===== config.mk =====
export PLATFORM = sky130hd
export DESIGN_NAME = adls_seq
export DESIGN_NICKNAME = d
export VERILOG_FILES = /design/src/hw/rtl/adls_pkg.sv /design/src/hw/rtl/adls_seq.sv
export SDC_FILE = /design/constraint.sdc
export NUM_CORES = 1
export LEC_CHECK = 0
export BUFFER_PORTS_ARGS = -buffer_cell sky130_fd_sc_hd__clkbuf_2
export CORE_UTILIZATION = 48
export CTS_BUF_LIST = sky130_fd_sc_hd__clkbuf_8
export DETAILED_ROUTE_END_ITERATION = 7
export GPL_TIMING_DRIVEN = 0
export PLACE_DENSITY = 0.7
export SYNTH_ARGS = -nofsm -noshare
export SYNTH_HDL_FRONTEND = slang
export SYNTH_SLANG_ARGS = --single-unit

===== constraint.sdc =====
create_clock -name clock -period 4 [get_ports clock]
set_input_delay 0.8 -clock clock [delete_from_list [all_inputs] [get_ports clock]]
set_output_delay 0.8 -clock clock [all_outputs]
set_load 0.1 [all_outputs]

===== src/hw/rtl/adls_pkg.sv =====
// Shared constants, types and the control program of the level smoother.
`default_nettype none

package adls_pkg;

   localparam int NUM_BANDS  = 64;
   localparam int CHAN_COUNT = NUM_BANDS + 4;
   localparam int CHAN_W     = 7;
   localparam int BAND_W     = (NUM_BANDS > 1) ? $clog2(NUM_BANDS) : 1;

   localparam int RAW_W   = 32;
   localparam int GAIN_W  = 16;
   localparam int LEVEL_W = 24;
   localparam int GPROD_W = 32;
   localparam int PROD_W  = 63;
   localparam int ACC_W   = 40;
   localparam int WNEW_W  = 17;

   localparam int CSR_IDX_W  = 3;
   localparam int CSR_DATA_W = 16;

   localparam logic [CSR_IDX_W-1:0] CSR_DECAY_INERTIA = 3'd0;
   localparam logic [CSR_IDX_W-1:0] CSR_VOLUME_GAIN   = 3'd1;
   localparam logic [CSR_IDX_W-1:0] CSR_BASS_GAIN     = 3'd2;
   localparam logic [CSR_IDX_W-1:0] CSR_MID_GAIN      = 3'd3;
   localparam logic [CSR_IDX_W-1:0] CSR_TREBLE_GAIN   = 3'd4;

   localparam logic [LEVEL_W-1:0]  LEVEL_ONE     = 24'd8388608;
   localparam logic [LEVEL_W-1:0]  FLUSH_BELOW   = 24'd84;
   localparam logic [GAIN_W-1:0]   ATTACK_OLD_W  = 16'd9830;
   localparam logic [WNEW_W-1:0]   ATTACK_NEW_W  = 17'd55706;
   localparam logic [GAIN_W-1:0]   INERTIA_MAX   = 16'd64880;
   localparam logic [WNEW_W-1:0]   WEIGHT_ONE    = 17'h10000;
   localparam logic [GAIN_W-1:0]   INERTIA_RESET = 16'd55706;
   localparam logic [GAIN_W-1:0]   GAIN_UNITY    = 16'd4096;
   localparam logic [PROD_W-1:0]   TARGET_ROUND  = 63'h800000;
   localparam logic [ACC_W-1:0]    BLEND_ROUND   = 40'h8000;

   localparam logic REQ_SAMPLE   = 1'b0;
   localparam logic REQ_EQ_WRITE = 1'b1;

   localparam int STEP_W = 4;
   localparam logic [STEP_W-1:0] STEP_READ   = 4'd0;
   localparam logic [STEP_W-1:0] STEP_GAIN   = 4'd1;
   localparam logic [STEP_W-1:0] STEP_PROD   = 4'd2;
   localparam logic [STEP_W-1:0] STEP_TARGET = 4'd3;
   localparam logic [STEP_W-1:0] STEP_WEIGHT = 4'd4;
   localparam logic [STEP_W-1:0] STEP_MAC_LD = 4'd5;
   localparam logic [STEP_W-1:0] STEP_MAC_AD = 4'd6;
   localparam logic [STEP_W-1:0] STEP_FINISH = 4'd7;
   localparam logic [STEP_W-1:0] STEP_EQW    = 4'd8;
   localparam logic [STEP_W-1:0] STEP_DROP   = 4'd9;

   typedef enum logic [3:0] {
      OP_NONE,
      OP_READ,
      OP_GAIN,
      OP_PROD,
      OP_TARGET,
      OP_WEIGHT,
      OP_MAC_LOAD,
      OP_MAC_ADD,
      OP_FINISH,
      OP_EQ_WRITE
   } dp_op_type;

   typedef enum logic [1:0] {
      JC_NONE,
      JC_EQW,
      JC_DROP
   } jump_cond_type;

   typedef enum logic {
      SEQ_IDLE,
      SEQ_RUN
   } seq_state_type;

   typedef struct packed {
      dp_op_type          op;
      jump_cond_type      cond;
      logic [STEP_W-1:0]  target;
      logic               last;
   } ucode_word_type;

   typedef struct packed {
      logic       accept;
      dp_op_type  op;
   } ctrl_type;

   typedef struct packed {
      logic eq_write;
      logic drop;
      logic out_blocked;
   } status_type;

   typedef struct packed {
      logic [GAIN_W-1:0] decay_inertia;
      logic [GAIN_W-1:0] volume_gain;
      logic [GAIN_W-1:0] bass_gain;
      logic [GAIN_W-1:0] mid_gain;
      logic [GAIN_W-1:0] treble_gain;
   } cfg_type;

   function automatic ucode_word_type ucode_rom(input logic [STEP_W-1:0] step);
      ucode_word_type w;
      unique case (step)
         STEP_READ:   w = '{op: OP_READ,     cond: JC_EQW,  target: STEP_EQW,  last: 1'b0};
         STEP_GAIN:   w = '{op: OP_GAIN,     cond: JC_DROP, target: STEP_DROP, last: 1'b0};
         STEP_PROD:   w = '{op: OP_PROD,     cond: JC_NONE, target: STEP_READ, last: 1'b0};
         STEP_TARGET: w = '{op: OP_TARGET,   cond: JC_NONE, target: STEP_READ, last: 1'b0};
         STEP_WEIGHT: w = '{op: OP_WEIGHT,   cond: JC_NONE, target: STEP_READ, last: 1'b0};
         STEP_MAC_LD: w = '{op: OP_MAC_LOAD, cond: JC_NONE, target: STEP_READ, last: 1'b0};
         STEP_MAC_AD: w = '{op: OP_MAC_ADD,  cond: JC_NONE, target: STEP_READ, last: 1'b0};
         STEP_FINISH: w = '{op: OP_FINISH,   cond: JC_NONE, target: STEP_READ, last: 1'b1};
         STEP_EQW:    w = '{op: OP_EQ_WRITE, cond: JC_NONE, target: STEP_READ, last: 1'b1};
         default:     w = '{op: OP_NONE,     cond: JC_NONE, target: STEP_READ, last: 1'b1};
      endcase
      return w;
   endfunction

endpackage

`default_nettype wire


===== src/hw/rtl/adls_seq.sv =====
// Microcode sequencer: step counter, control ROM lookup and conditional jumps.
`default_nettype none

module adls_seq (
   input  wire logic                 clock,
   input  wire logic                 reset,
   input  wire logic                 req_valid,
   output logic                      req_ready,
   input  wire adls_pkg::status_type status,
   output adls_pkg::ctrl_type        ctrl
);

   adls_pkg::seq_state_type         state_ff, state_in;
   logic [adls_pkg::STEP_W-1:0]     step_ff, step_in;
   adls_pkg::ucode_word_type        word;
   logic                            stall;
   logic                            take_jump;

   assign word  = adls_pkg::ucode_rom(step_ff);
   assign stall = (word.op == adls_pkg::OP_FINISH) && status.out_blocked;

   always_comb begin
      unique case (word.cond)
         adls_pkg::JC_NONE: take_jump = 1'b0;
         adls_pkg::JC_EQW:  take_jump = status.eq_write;
         adls_pkg::JC_DROP: take_jump = status.drop;
         default:           take_jump = 1'b0;
      endcase
   end

   always_comb begin
      state_in = state_ff;
      step_in  = step_ff;
      unique case (state_ff)
         adls_pkg::SEQ_IDLE: begin
            if (req_valid) begin
               state_in = adls_pkg::SEQ_RUN;
               step_in  = adls_pkg::STEP_READ;
            end
         end
         adls_pkg::SEQ_RUN: begin
            if (!stall) begin
               if (word.last) begin
                  state_in = adls_pkg::SEQ_IDLE;
               end else if (take_jump) begin
                  step_in = word.target;
               end else begin
                  step_in = step_ff + 1'b1;
               end
            end
         end
         default: state_in = adls_pkg::SEQ_IDLE;
      endcase
   end

   always_comb begin
      req_ready   = (state_ff == adls_pkg::SEQ_IDLE);
      ctrl.accept = (state_ff == adls_pkg::SEQ_IDLE) && req_valid;
      ctrl.op     = ((state_ff == adls_pkg::SEQ_RUN) && !stall) ? word.op : adls_pkg::OP_NONE;
   end

   always_ff @(posedge clock) begin
      if (reset) begin
         state_ff <= adls_pkg::SEQ_IDLE;
         step_ff  <= adls_pkg::STEP_READ;
      end else begin
         state_ff <= state_in;
         step_ff  <= step_in;
      end
   end

endmodule

`default_nettype wire


After elaboration in Yosys (flattened, before gate mapping). Memories as Yosys holds them, arrays and structs flattened. A register that Yosys moved wholly into a read port is not among the register bits. Index checks and enable logic that the tools add are counted.

Word-level logic and storage cells: 29. Output and inout port bits: 6. Register bits: 5. Bits of input ports: 6. Memory bits (read-only): 144. Memories: 1.

Memory list: (name not given) (depth 16, width 9, read ports 1, clocked after memory_dff 1, wr ports 0, RTL line adls_pkg.sv:106) `unique case (step)`.

Reductions and logical operators: 5. $add $sub $neg: 1. Muxes and demuxes: 13. Eq/ne operators: 6. Bitwise gates (word level): 1.

Operators with widths (number): 4-bit 2-to-1 mux (7); 4-bit one-hot mux with 2 select lines (1); 2-bit != test (second input constant) (3); 4-bit by 1-bit adder with 4-bit output (second input constant) (1); 4-bit == test (second input constant) (1); 1-bit one-hot mux with 2 select lines (2); 1-bit logical AND (3); 1-bit 2-to-1 mux (3); 3-bit AND reduction (1); 2-bit by 1-bit == test with 1-bit output (second input constant) (1); 2-bit == test (second input constant) (1); 1-bit zero test (1); 1-bit NOT (1).

Depth between registers and ports, before layout.
Depth in word-level cells: 8. Depth in mapped cells: 11. Mapped depth without buffers: 11.

Least setup slack after synthesis. OpenSTA, ideal clock, no wires.

Kind: register to output. From: reg state_ff. To: out ctrl[4] (netlist bit). Stages on the path, launching flop included: 4. Required time: 3.200 ns. Slack: 1.291 ns. Arrival: 1.909 ns. Path buffers: 0. Cell sequence: dfxtp_1 -> inv_1 -> nand2_1 -> inv_1.

RTL lines: start, declared (RTL line adls_seq.sv:13) `adls_pkg::seq_state_type state_ff, state_in;`; start signal, assigned (RTL line adls_seq.sv:64) `state_ff <= adls_pkg::SEQ_IDLE;`; start signal, assigned (RTL line adls_seq.sv:67) `state_ff <= state_in;`; end, declared (RTL line adls_seq.sv:10) `output adls_pkg::ctrl_type ctrl`.

Worst setup path in the final report.
From: in status[0] (netlist bit). To: reg, netlist name word[9].

Word-level cells in the longest chain between the ends: 5.

RTL lines: start, declared (RTL line adls_seq.sv:9) `input wire adls_pkg::status_type status,`; 1-bit logical AND (RTL line adls_seq.sv:20) `assign stall = (word.op == adls_pkg::OP_FINISH) && status.out_blocked;`; 2-bit != test (no line); 3-bit AND reduction (no line); 4-bit 2-to-1 mux (no line) (2 in a row).

Every way passes these cells. A chain may end at the register's enable or synchronous reset.

==> impl_metrics.py <==
metrics = {
    "setup_path": {
        "reg2reg_from": "word[6]$_SDFF_PP0_",
        "crit_chain": "clkbuf_2 -> nand2_1 -> o41ai_4 -> a211oi_1 -> a31oi_1 -> or2_2 -> inv_1 -> ha_1 -> or4b_1 -> o31ai_1",
        "endpoint_kind": "flip-flop",
        "cp_top_family": "compound AO/OA/AOI/OAI gates",
        "crit_path_start": "status[0]",
        "arrival_ps": 2940,
        "cp_max_fo": 6,
        "crit_type": "in2reg",
        "slowest_stage": "or4b_1",
        "critical_path_required_ps": 4150,
        "cp.buffers_inverters": 2,
        "slowest_delay_ps": 500,
        "start_kind": "primary input",
    },
    "global_route": {
        "grt_use_total": 0.2064,
        "use_met2": 0.3226,
        "met1_usage": 0.2674,
        "grt_start_max_net_pins": 9,
        "grt_overflow": 0,
        "grt_pass1_wl_um": 2104,
        "antenna_found_initial": 0,
        "grt-busiest-layer": "met2",
        "grt_pass1_vias": 509,
        "grt_use_met3": 0.03409,
    },
    "detailed_routing": {
        "vias": 564,
        "via_per_inst": 5.476,
        "dr.pass1.iters": 4,
        "wl_um": 1330,
        "antenna_left": 0,
        "drcViolationCount": 0,
        "drtIter0Drc": 7,
        "post_drt_wl_per_cell_um": 12.91,
    },
    "synthesis": {
        "synthCells": 73,
        "ys_seq_area_frac": 0.3782,
        "syn_nets": 84,
        "yosys_warnings": 0,
        "synth_cell_types": 31,
        "async_reset_ff_frac": 0,
        "synth-seq-cells": 13,
        "syn_avg_cell_area_um2": 9.427,
        "synth_flop_cell": "dfxtp_1",
        "synth.cell_area_um2": 688.2,
        "synth-edff-count": 0,
    },
    "cts": {
        "postCtsSetupBuffers": 0,
        "cts_resized": 0,
        "cts.hold.buffers_added": 0,
        "clock_sinks": 13,
        "htree_levels": 1,
        "numCtsBuffers": 3,
        "cts_tree": "built",
        "clk_pin_slew_worst_paths_ps": 50,
        "cts_root_buffer": "clkbuf_8",
        "clk_path_buf_depth": 2,
        "clkLatencyLatePin_ps": 240,
    },
    "floorplanning": {
        "die_x_um": 39.87,
        "die_h_um": 39.87,
        "core_area_um2": 1318,
        "ios": 12,
        "rows": 13,
        "die_area_um2": 1589,
        "start_util": 0.5223,
    },
    "sta": {
        "max_slew_margin": 0.6410,
        "worst_pin_slew_ps": 540.8,
        "finalCritPeriodShare": 0.6995,
        "fin_tns_setup_ps": 0,
        "clock_skew_ps": 2.663,
        "finalHoldViolCount": 0,
        "finalSetupViolations": 0,
        "max_clock_freq_mhz": 357.4,
        "slew_violations": 0,
        "post-route-min-period_ps": 2798,
        "rsz0062_at_grt": "no",
    },
    "final_layout": {
        "syn2layout_area_growth_pct": 17.27,
        "final_layout_size_suffix_gt1_frac": 0.2614,
        "nets": 100,
        "num_antenna_cells": 0,
    },
    "pwr": {
        "vdd_drop_max_mv": 0.3272,
        "internal_power_uw": 243.3,
        "power.density_nw_per_um2": 460.7,
        "pwr-share-comb": 0.273,
        "p_clk_frac": 0.303,
        "totalPowerFinal_uw": 371.8,
        "power_leakage_uw": 0.0003893,
        "power_switching_uw": 128.5,
        "power_switching_share": 0.3455,
        "p_seq_frac": 0.424,
    },
    "placed_design": {
        "dp_hpwl_um": 1076,
        "port_buffers": 11,
        "gp_congestion": 0.6711,
    },
    "hold_path": {
        "holdCritPathClass": "reg2reg",
        "hold_path_startpoint": "word[0]$_SDFF_PP1_",
    },
    "job": {
        "drv_cap": 0,
    },
    "status": {
        "outcome": "finished clean",
    },
}
-- cells by family (layout without fill, tap and decap cells) --
| group | after synthesis | in the layout | synth area share |
|---|---|---|---|
| DFF | 13 | 13 | 0.3782 |
| adders and majority gates | 5 | 5 | 0.09091 |
| buffers and inverters | 10 | 25 | 0.05455 |
| and+or+nand+nor | 29 | 29 | 0.2400 |
| xor gates and xnor gates | 1 | 1 | 0.01273 |
| AOI/OAI and AO/OA | 15 | 15 | 0.2236 |
-- worst reg2reg max path, delay by kind of cell, from the launching register on --
family / cells / cell delay [ps]
and+or+nand+nor: 3 / 950
AOI/OAI and AO/OA: 4 / 800
DFF: 1 / 360
adders and majority gates: 2 / 360
buffers and inverters: 2 / 110
-- power groups by stage --
stage	Sequential [uW]	Clock, uW	Combinational [uW]
global route	160	122	112
finish	158	113	102
CTS	158	113	102
global placement	159	0	99.4
detailed placement	160	0	101
floorplan	157	0	83.4
-- final cells by class --
class | count | area [um^2]
flip-flops and latches | 13 | 260.3
clock inverters | 1 | 3.754
repair buffers | 11 | 55.05
well taps | 15 | 18.77
clock buffers | 3 | 41.29
multi-input cells | 50 | 390.4
inverters | 10 | 37.54
fillers | 127 | 510.5
-- state kept, by name, summed over array words and instances, names as in the netlist --
signal    cells
state_ff      1
word          8
step_ff       4
-- cell usage in the layout (no fill, tap or decap), types with 3 or more instances in the layout --
master	Yosys	routed
dfxtp_1	13	13
inv_1	10	11
clkbuf_2	0	11
ha_1	5	5
nand2_1	4	4
nor3_1	4	4
nor2_1	4	4
and2_1	3	3
nor2b_1	3	3
nand3_1	3	3
clkbuf_8	0	3
-- metal layers --
layer  vias up  part of all wire
met4         0             0.016
met5         -                 0
met1       253              0.49
met3         4             0.032
li1        294                 -
met2        13              0.46
-- cells in the mapped netlist (2+ instances only) --
cell type,instances,area [um^2]
a211oi_1,2,15.01
and2_1,3,18.77
nand3_1,3,15.01
nor2_1,4,15.01
nor3_1,4,20.02
nor2b_1,3,18.77
ha_1,5,62.56
or2_2,2,12.51
dfxtp_1,13,260.3
inv_1,10,37.54
nand2_1,4,15.01
-- metrics by stage --
stage / worst slack (ps) / hold WS [ps] / util / instance area (um^2) / instances
2_1_floorplan: 1291 / 408.8 / - / 688.2 / 73
3_3_place_gp: 1009 / 431.7 / 0.5783 / 762.0 / 99
3_5_place_dp: 973.6 / 443.6 / 0.5783 / 762.0 / 99
4_1_cts: 1225 / 450.8 / 0.6125 / 807.0 / 103
5_1_grt: 1068 / 469.3 / 0.6125 / 807.0 / 103
6_report: 1202 / 446.8 / 0.6125 / 807.0 / 103
-- path summary, 6_finish.rpt --
kind,cells past startpoint,to,slack [ps]
worst max-delay path,10,word[9]$_SDFF_PP0_,1200
worst min-delay path,1,state_ff$_SDFF_PP0_,450
worst max register to register,11,word[9]$_SDFF_PP0_,1340
worst min register to register,1,state_ff$_SDFF_PP0_,450
(Power assumes the default switching activity.)
